### config.mk
export PLATFORM = sky130hd
export DESIGN_NAME = timestamp_offset_adder_unit
export DESIGN_NICKNAME = d
export VERILOG_FILES = /design/src/hw/rtl/toa_pkg.sv /design/src/hw/rtl/timestamp_offset_adder_unit.sv /design/src/hw/rtl/toa_div.sv /design/src/hw/rtl/toa_apply.sv
export SDC_FILE = /design/constraint.sdc
export NUM_CORES = 2
export LEC_CHECK = 0
export BUFFER_PORTS_ARGS = -buffer_cell sky130_fd_sc_hd__clkbuf_2
export CELL_PAD_IN_SITES_DETAIL_PLACEMENT = 0
export CELL_PAD_IN_SITES_GLOBAL_PLACEMENT = 1
export CORE_MARGIN = 2
export CORE_UTILIZATION = 47
export CTS_CLUSTER_DIAMETER = 100
export CTS_CLUSTER_SIZE = 28
export DETAILED_ROUTE_END_ITERATION = 10
export HOLD_SLACK_MARGIN = 0.03
export PLACE_DENSITY = 0.79
export SLEW_MARGIN = 20
export SYNTH_ARGS = -nofsm -noshare
export SYNTH_HDL_FRONTEND = slang
export SYNTH_SLANG_ARGS = --single-unit
export TNS_END_PERCENT = 50
### constraint.sdc
create_clock -name clk -period 8.9 [get_ports clk]
set_input_delay 0.89 -clock clk [delete_from_list [all_inputs] [get_ports clk]]
set_output_delay 0.89 -clock clk [all_outputs]
set_load 0.03 [all_outputs]
### src/hw/rtl/toa_pkg.sv
// ----------------------------------------------------------------------------
// toa_pkg
// Shared types and constants of the timestamp offset adder pipeline.
// ----------------------------------------------------------------------------
package toa_pkg;

	// timestamp field widths
	localparam int unsigned SecW  = 32;
	localparam int unsigned CycW  = 27;
	localparam int unsigned FracW = 12;
	localparam int unsigned OffW  = 32;

	// offset magnitude split: 8000 ps = 2^6 * 125
	localparam int unsigned LoW   = 6;
	localparam int unsigned XW    = OffW - LoW;
	localparam int unsigned DcW   = 19;
	localparam int unsigned RemW  = 13;
	localparam int unsigned TW    = RemW + LoW;

	// reciprocal of 125 scaled by 2^32, truncated
	localparam int unsigned RecipW = 26;
	localparam logic [RecipW-1:0] RECIP_125 = 26'd34359738;
	localparam int unsigned RecipShift = 32;
	localparam logic [7:0] DIV_125 = 8'd125;

	// 8 ns cycles per second
	localparam logic [CycW-1:0] CYCLES_PER_SEC = 27'd125000000;

	// seconds adjust codes
	typedef enum logic [1:0] {
		SEC_KEEP = 2'd0,
		SEC_INC  = 2'd1,
		SEC_DEC  = 2'd2
	} toa_sec_op_t;

	// full timestamp
	typedef struct packed {
		logic [SecW-1:0]  sec_hi;
		logic [SecW-1:0]  sec_lo;
		logic [CycW-1:0]  cyc;
		logic [FracW-1:0] frac;
	} toa_time_t;

	// offset decomposed into cycles and fraction
	typedef struct packed {
		logic             neg;
		logic             zero;
		logic [DcW-1:0]   dc;
		logic [FracW-1:0] df;
	} toa_delta_t;

endpackage

### src/hw/rtl/timestamp_offset_adder_unit.sv
// ----------------------------------------------------------------------------
// timestamp_offset_adder_unit
// Applies a signed picosecond offset to a seconds / 8 ns cycles / fraction
// timestamp.
//
// Input channel: in_valid / in_stall with the timestamp words and offset_ps.
// Output channel: out_valid / out_stall with the adjusted timestamp.
// A word moves at a clock edge where valid is high and stall is low.
// Five stages split the offset into cycles and fraction (two reciprocal
// multiplies by 1/125, each followed by a correction stage), three stages
// apply fraction, cycle count and the 64-bit seconds carry.
// Throughput is one word per cycle while the receiver does not stall. A
// stall from the receiver holds the output register; empty stages behind it
// keep filling, so in_stall rises only once every stage holds a word.
// Nothing is dropped or duplicated.
// Reset clears all valid bits; no clearing pass, ready right after reset.
// ----------------------------------------------------------------------------
module timestamp_offset_adder_unit import toa_pkg::*; (
	input  logic                   clk,
	input  logic                   arst_n,
	input  logic                   in_valid,
	output logic                   in_stall,
	input  logic [SecW-1:0]        seconds_high,
	input  logic [SecW-1:0]        seconds_low,
	input  logic [CycW-1:0]        cycles_in,
	input  logic [FracW-1:0]       fraction_in,
	input  logic signed [OffW-1:0] offset_ps,
	output logic                   out_valid,
	input  logic                   out_stall,
	output logic [SecW-1:0]        seconds_high_out,
	output logic [SecW-1:0]        seconds_low_out,
	output logic [CycW-1:0]        cycles_out,
	output logic [FracW-1:0]       fraction_out
);

	toa_time_t  in_time;
	toa_time_t  mid_time;
	toa_delta_t mid_delta;
	toa_time_t  res_time;
	logic       mid_valid;
	logic       mid_stall;

	// input word packing
	assign in_time.sec_hi = seconds_high;
	assign in_time.sec_lo = seconds_low;
	assign in_time.cyc    = cycles_in;
	assign in_time.frac   = fraction_in;

	// offset decomposition
	toa_div u_div (
		.clk       (clk),
		.arst_n    (arst_n),
		.in_valid  (in_valid),
		.in_stall  (in_stall),
		.in_time   (in_time),
		.in_offset (offset_ps),
		.out_valid (mid_valid),
		.out_stall (mid_stall),
		.out_time  (mid_time),
		.out_delta (mid_delta)
	);

	// carry chain through fraction, cycles, seconds
	toa_apply u_apply (
		.clk       (clk),
		.arst_n    (arst_n),
		.in_valid  (mid_valid),
		.in_stall  (mid_stall),
		.in_time   (mid_time),
		.in_delta  (mid_delta),
		.out_valid (out_valid),
		.out_stall (out_stall),
		.out_time  (res_time)
	);

	assign seconds_high_out = res_time.sec_hi;
	assign seconds_low_out  = res_time.sec_lo;
	assign cycles_out       = res_time.cyc;
	assign fraction_out     = res_time.frac;

endmodule

### src/hw/rtl/toa_div.sv
// ----------------------------------------------------------------------------
// toa_div
// Five-stage split of the offset magnitude into whole 8 ns cycles and a
// fraction in 1/4096 units, using reciprocal multiplies with one correction.
// ----------------------------------------------------------------------------
module toa_div import toa_pkg::*; (
	input  logic                   clk,
	input  logic                   arst_n,
	input  logic                   in_valid,
	output logic                   in_stall,
	input  toa_time_t              in_time,
	input  logic signed [OffW-1:0] in_offset,
	output logic                   out_valid,
	input  logic                   out_stall,
	output toa_time_t              out_time,
	output toa_delta_t             out_delta
);

	// stage registers
	logic             v_s1, v_s2, v_s3, v_s4, v_s5;
	toa_time_t        t_s1, t_s2, t_s3, t_s4, t_s5;
	logic             neg_s1, neg_s2, neg_s3, neg_s4, neg_s5;
	logic             zero_s1, zero_s2, zero_s3, zero_s4, zero_s5;
	logic [XW-1:0]    x_s1, x_s2;
	logic [LoW-1:0]   lo_s1, lo_s2;
	logic [DcW-1:0]   q_s2;
	logic [DcW-1:0]   dc_s3, dc_s4, dc_s5;
	logic [RemW-1:0]  rem_s3;
	logic [TW-1:0]    tv_s4;
	logic [FracW-1:0] dfq_s4;
	logic [FracW-1:0] df_s5;

	logic en1, en2, en3, en4, en5;

	// stage advance chain, bubbles collapse
	assign en5 = !v_s5 || !out_stall;
	assign en4 = !v_s4 || en5;
	assign en3 = !v_s3 || en4;
	assign en2 = !v_s2 || en3;
	assign en1 = !v_s1 || en2;
	assign in_stall = !en1;

	// stage 1: magnitude of the offset
	logic [OffW-1:0] off_u;
	logic [OffW-1:0] mag;
	always_comb begin
		off_u = OffW'(in_offset);
		mag   = off_u[OffW-1] ? (~off_u + OffW'(1)) : off_u;
	end

	// stage 2: quotient estimate of (mag / 64) / 125
	logic [XW+RecipW-1:0] prod1;
	assign prod1 = (XW+RecipW)'(x_s1) * (XW+RecipW)'(RECIP_125);

	// stage 3: correct the quotient, form the remainder in ps
	logic [XW-1:0] r1_full;
	logic [7:0]    r1;
	logic [DcW-1:0] dc_c;
	logic [6:0]    r1_c;
	always_comb begin
		r1_full = x_s2 - XW'(XW'(q_s2) * XW'(DIV_125));
		r1      = r1_full[7:0];
		if (r1 >= DIV_125) begin
			dc_c = q_s2 + DcW'(1);
			r1_c = 7'(r1 - DIV_125);
		end else begin
			dc_c = q_s2;
			r1_c = r1[6:0];
		end
	end

	// stage 4: fraction estimate of (rem * 64) / 125
	logic [TW-1:0]          tv;
	logic [TW+RecipW-1:0]   prod2;
	always_comb begin
		tv    = {rem_s3, {LoW{1'b0}}};
		prod2 = (TW+RecipW)'(tv) * (TW+RecipW)'(RECIP_125);
	end

	// stage 5: correct the fraction
	logic [TW-1:0] r2_full;
	logic [FracW-1:0] df_c;
	always_comb begin
		r2_full = tv_s4 - TW'(TW'(dfq_s4) * TW'(DIV_125));
		df_c    = (r2_full[7:0] >= DIV_125) ? (dfq_s4 + FracW'(1)) : dfq_s4;
	end

	// valid bits
	always_ff @(posedge clk or negedge arst_n) begin
		if (!arst_n) begin
			v_s1 <= 1'b0;
			v_s2 <= 1'b0;
			v_s3 <= 1'b0;
			v_s4 <= 1'b0;
			v_s5 <= 1'b0;
		end else begin
			if (en1) v_s1 <= in_valid;
			if (en2) v_s2 <= v_s1;
			if (en3) v_s3 <= v_s2;
			if (en4) v_s4 <= v_s3;
			if (en5) v_s5 <= v_s4;
		end
	end

	// payload
	always_ff @(posedge clk) begin
		if (en1) begin
			t_s1    <= in_time;
			neg_s1  <= off_u[OffW-1];
			zero_s1 <= (off_u == '0);
			x_s1    <= mag[OffW-1:LoW];
			lo_s1   <= mag[LoW-1:0];
		end
		if (en2) begin
			t_s2    <= t_s1;
			neg_s2  <= neg_s1;
			zero_s2 <= zero_s1;
			x_s2    <= x_s1;
			lo_s2   <= lo_s1;
			q_s2    <= prod1[RecipShift+DcW-1:RecipShift];
		end
		if (en3) begin
			t_s3    <= t_s2;
			neg_s3  <= neg_s2;
			zero_s3 <= zero_s2;
			dc_s3   <= dc_c;
			rem_s3  <= {r1_c, lo_s2};
		end
		if (en4) begin
			t_s4    <= t_s3;
			neg_s4  <= neg_s3;
			zero_s4 <= zero_s3;
			dc_s4   <= dc_s3;
			tv_s4   <= tv;
			dfq_s4  <= prod2[RecipShift+FracW-1:RecipShift];
		end
		if (en5) begin
			t_s5    <= t_s4;
			neg_s5  <= neg_s4;
			zero_s5 <= zero_s4;
			dc_s5   <= dc_s4;
			df_s5   <= df_c;
		end
	end

	assign out_valid       = v_s5;
	assign out_time        = t_s5;
	assign out_delta.neg   = neg_s5;
	assign out_delta.zero  = zero_s5;
	assign out_delta.dc    = dc_s5;
	assign out_delta.df    = df_s5;

endmodule

### src/hw/rtl/toa_apply.sv
// ----------------------------------------------------------------------------
// toa_apply
// Three-stage add or subtract of the decomposed offset: fraction, then
// cycle count with wrap at one second, then the 64-bit seconds count.
// ----------------------------------------------------------------------------
module toa_apply import toa_pkg::*; (
	input  logic       clk,
	input  logic       arst_n,
	input  logic       in_valid,
	output logic       in_stall,
	input  toa_time_t  in_time,
	input  toa_delta_t in_delta,
	output logic       out_valid,
	input  logic       out_stall,
	output toa_time_t  out_time
);

	logic              v_s6, v_s7, v_s8;
	toa_time_t         t_s6, t_s7, t_s8;
	logic              neg_s6, zero_s6;
	logic [DcW:0]      dc_s6;
	toa_sec_op_t       sop_s7;

	logic en6, en7, en8;

	// stage advance chain
	assign en8 = !v_s8 || !out_stall;
	assign en7 = !v_s7 || en8;
	assign en6 = !v_s6 || en7;
	assign in_stall = !en6;

	// stage 6: fraction with carry or borrow into the cycle delta
	logic [FracW:0] fr_res;
	logic [DcW:0]   dc_adj;
	always_comb begin
		if (in_delta.neg) begin
			fr_res = {1'b0, in_time.frac} - {1'b0, in_delta.df};
		end else begin
			fr_res = {1'b0, in_time.frac} + {1'b0, in_delta.df};
		end
		dc_adj = (DcW+1)'(in_delta.dc) + (DcW+1)'(fr_res[FracW]);
	end

	// stage 7: cycle count with wrap at one second
	logic [CycW:0]    cy_sum;
	logic [CycW-1:0]  cy_res;
	toa_sec_op_t      sop;
	always_comb begin
		cy_sum = {1'b0, t_s6.cyc} + (CycW+1)'(dc_s6);
		cy_res = t_s6.cyc;
		sop    = SEC_KEEP;
		if (zero_s6) begin
			cy_res = t_s6.cyc;
			sop    = SEC_KEEP;
		end else if (!neg_s6) begin
			if (cy_sum >= {1'b0, CYCLES_PER_SEC}) begin
				cy_res = CycW'(cy_sum - {1'b0, CYCLES_PER_SEC});
				sop    = SEC_INC;
			end else begin
				cy_res = cy_sum[CycW-1:0];
			end
		end else begin
			if (t_s6.cyc >= CycW'(dc_s6)) begin
				cy_res = t_s6.cyc - CycW'(dc_s6);
			end else begin
				cy_res = t_s6.cyc + CYCLES_PER_SEC - CycW'(dc_s6);
				sop    = SEC_DEC;
			end
		end
	end

	// stage 8: seconds increment or decrement, wraps at 2^64
	logic [2*SecW-1:0] secs;
	logic [2*SecW-1:0] secs_res;
	always_comb begin
		secs = {t_s7.sec_hi, t_s7.sec_lo};
		case (sop_s7)
			SEC_INC: secs_res = secs + (2*SecW)'(1);
			SEC_DEC: secs_res = secs - (2*SecW)'(1);
			default: secs_res = secs;
		endcase
	end

	// valid bits
	always_ff @(posedge clk or negedge arst_n) begin
		if (!arst_n) begin
			v_s6 <= 1'b0;
			v_s7 <= 1'b0;
			v_s8 <= 1'b0;
		end else begin
			if (en6) v_s6 <= in_valid;
			if (en7) v_s7 <= v_s6;
			if (en8) v_s8 <= v_s7;
		end
	end

	// payload
	always_ff @(posedge clk) begin
		if (en6) begin
			t_s6         <= {in_time.sec_hi, in_time.sec_lo, in_time.cyc,
				fr_res[FracW-1:0]};
			neg_s6       <= in_delta.neg;
			zero_s6      <= in_delta.zero;
			dc_s6        <= dc_adj;
		end
		if (en7) begin
			t_s7         <= {t_s6.sec_hi, t_s6.sec_lo, cy_res, t_s6.frac};
			sop_s7       <= sop;
		end
		if (en8) begin
			t_s8         <= {secs_res, t_s7.cyc, t_s7.frac};
		end
	end

	assign out_valid = v_s8;
	assign out_time  = t_s8;

endmodule
==> run summary <==
Cts bufs inserted - 49
Crit Reg-Reg Startpoint - u_div.x_s1[18]$_DFFE_PN_
EDFF count, synth - 1019
CTS max path bufs - 3
Sink Count - 1027
GRT Util Overall - 19.45%
TNS Setup - 0 ns
Syn_area_per_cell - 13.12 um2
Synth area leaders - edfxtp_1 (53%), ha_1 (13%), fa_1 (10%), inv_1 (4.4%), xnor2_1 (3.2%)
Hold buffer count at cts - 0
Critical Path Start Type - register
Arrival time at the worst endpoint - 7.65 ns
Final period util - 81.51%
NumNets Final - 5700
Worst Setup SP - u_div.x_s1[18]$_DFFE_PN_
Mapped Cells - 4442
Highest-count cells in the layout ignoring fill and taps - edfxtp_1 (1019), inv_1 (676), ha_1 (592), fa_1 (300), clkbuf_2 (243)
# port buffers - 243
DR DRC count - 0
First DRT Iteration DRCs - 2253
Layout Skew - 0.04878 ns
CP endpoint kind - register
Routed Antenna Nets - 0
Post-CTS Resized - 0
Initial antenna violation count - 8
Core area - 123300 um2
Post-Syn Area - 58280 um2
Design Area, Final - 62940 um2
Commonest non-fill, non-tap cell in the layout - edfxtp_1
Die ar. - 126800 um2
Core Util, Final - 51.04%
CTS tree - built
Die W - 356.1 um
Outcome - finished clean
Fin crit period - 7.254 ns
Share of the synthesized area in the top cell type - 52.50%
Fin. Hold Viols - 0
Vias in the first global route - 33690
Max cap viols - 0
Final weighted congestion in routability-driven placement - 0.9251
Synth area leader - edfxtp_1
Aggregate global routing overflow - 0
Post-DP Area - 61330 um2
Syn Nets - 5474
Vias post-DR - 33220
Register area share after synthesis - 52.85%
WL final - 122300 um
Ys Warns - 0
Hold Path Class - primary input to async pin
Final setup violation count - 0
RSZ-0062 raised after global routing - false
Root Buffer - clkbuf_16
1st-pass router iterations - 5
CP Max Fanout - 9
First-pass GRT wire length - 191600 um
Worst-margin pin slew - 1.088 ns
Critical path required time - 9.30 ns
F_max - 0.1378 GHz
Row count - 129
Htree depth - 2
Vias per cell - 5.247
Slew Viols, Final - 0
P&R area growth vs syn - 7.999%
Clk_lat worst skew - 0.69 ns
Die Y - 356.1 um
Ys flop type - edfxtp_1
Synth cell types - 103
FF+latch count, synth - 1027
Io pins - 244
Setup Fix Bufs, Post-CTS - 0
WL per Instance - 19.31 um
Largest net degree at the start of global routing - 119
Clock transition at path regs - 0.10 ns
Ys async rst share - 0.7790%
Fraction of layout cells with a size suffix above 1 - 8.568%
Starting Density - 47.26%
DP Wirelength - 92700 um
Worst Setup Path Type - register to register
Slew HR - 27.46%
[registers in the layout, indices dropped and copies added, names as in the netlist, 6 cells and up]
| name | flops |
|---|---|
| u_apply.t_s7 | 39 |
| u_apply.secs | 64 |
| u_div.x_s2 | 8 |
| u_div.dc_s4 | 19 |
| u_div.t_s4 | 103 |
| u_div.out_time | 103 |
| u_apply.dc_s6 | 20 |
| u_div.t_s1 | 103 |
| u_apply.out_time | 103 |
| u_div.t_s2 | 103 |
| u_div.dfq_s4 | 12 |
| u_div.q_s2 | 19 |
| u_apply.t_s6 | 103 |
| u_div.dc_s5 | 19 |
| u_div.df_s5 | 12 |
| u_div.t_s3 | 103 |
| u_div.lo_s1 | 6 |
| u_div.rem_s3 | 13 |
| u_div.dc_s3 | 19 |
| u_div.lo_s2 | 6 |
| u_div.x_s1 | 26 |
[synth_stat cells (all sizes together), types with 18 or more instances]
master	n
nor2b	33
o21ai	165
nand2b	41
o31ai	25
nand3	59
edfxtp	1019
nor4	18
fa	300
clkbuf	73
ha	593
a31oi	27
inv	679
o211ai	24
nand2	244
xor2	72
nor3	44
nand4	34
xnor2	212
and3	30
a21o	84
a21oi	168
o21bai	33
o21a	26
nor2	158
a211oi	31
[layer usage]
metal | share of wire [%] | GRT usage, % | vias up | routed length, um
met3 | 4.1 | 2.419 | 117 | 4987
met5 | 0 | 0 | - | 0
met4 | 1.9 | 3.814 | 0 | 2266
met2 | 47 | 31.64 | 647 | 57530
met1 | 47 | 28.27 | 16420 | 57480
li1 | - | - | 16040 | -
[per-stage QoR]
| step | worst slack (ns) | instances | hold WS, ns |
|---|---|---|---|
| floorplan | 1.520 | 4442 | 0.4003 |
| global placement | 1.765 | 6254 | 0.4004 |
| detailed placement | 1.647 | 6254 | 0.4045 |
| CTS | 1.590 | 6329 | 0.03871 |
| global route | 1.147 | 6332 | 0.04341 |
| finish | 1.646 | 6332 | 0.08584 |
[kinds of logic (layout without fill, tap and decap cells)]
kind of cell,after synthesis,after routing,synth area share [%]
buffers and inverters,765,1015,5.112
adders and majority gates,894,894,23.05
DFF,1027,1027,52.85
muxes,19,19,0.3370
and+or+nand+nor,750,750,6.327
xor gates and xnor gates,284,284,4.281
AOI/OAI and AO/OA,703,703,8.042
other,0,3,0
[final timing paths]
| kind | end | slack [ns] | cells past startpoint |
|---|---|---|---|
| max reg2reg | u_div.q_s2[18]$_DFFE_PP_ | 1.65 | 22 |
| min in group clk | u_div.t_s1[82]$_DFFE_PN_ | 0.37 | 1 |
| min reg2reg | u_div.dc_s4[13]$_DFFE_PP_ | 0.39 | 0 |
| max in group asynchronous | u_div.out_valid$_DFFE_PN0P_ | 8.57 | 1 |
| max | u_div.q_s2[18]$_DFFE_PP_ | 1.65 | 22 |
| min | u_div.v_s1$_DFFE_PN0N_ | 0.09 | 1 |
[final cells by class]
type	count	area, um2
fill	10550	60370
sequential	1027	30800
multi-input combinational	2650	24570
inverter	680	2560
tap	1637	2048
timing repair buffer	260	1356
clock buffer	58	1291
clock inverter	17	310.3
antenna	3	7.507
[critical path, stage by stage, from the launching register on]
cell       delay [ns]
edfxtp_1         0.67
ha_1             0.40
inv_1            0.05
fa_1             0.54
inv_1            0.04
ha_1             0.29
fa_1             0.52
fa_1             0.46
fa_1             0.55
inv_1            0.05
fa_1             0.53
inv_1            0.04
ha_1             0.28
nand3_1          0.10
nor3_1           0.40
o2111ai_1        0.17
and3_1           0.30
a21bo_2          0.23
a21oi_1          0.26
o2111ai_1        0.18
a21boi_0         0.54
a41oi_1          0.22
xnor2_1          0.16
Power is left out: the tool's default activity adds up to more than one toggle a clock period on the data nets, which glitch-free logic cannot reach.
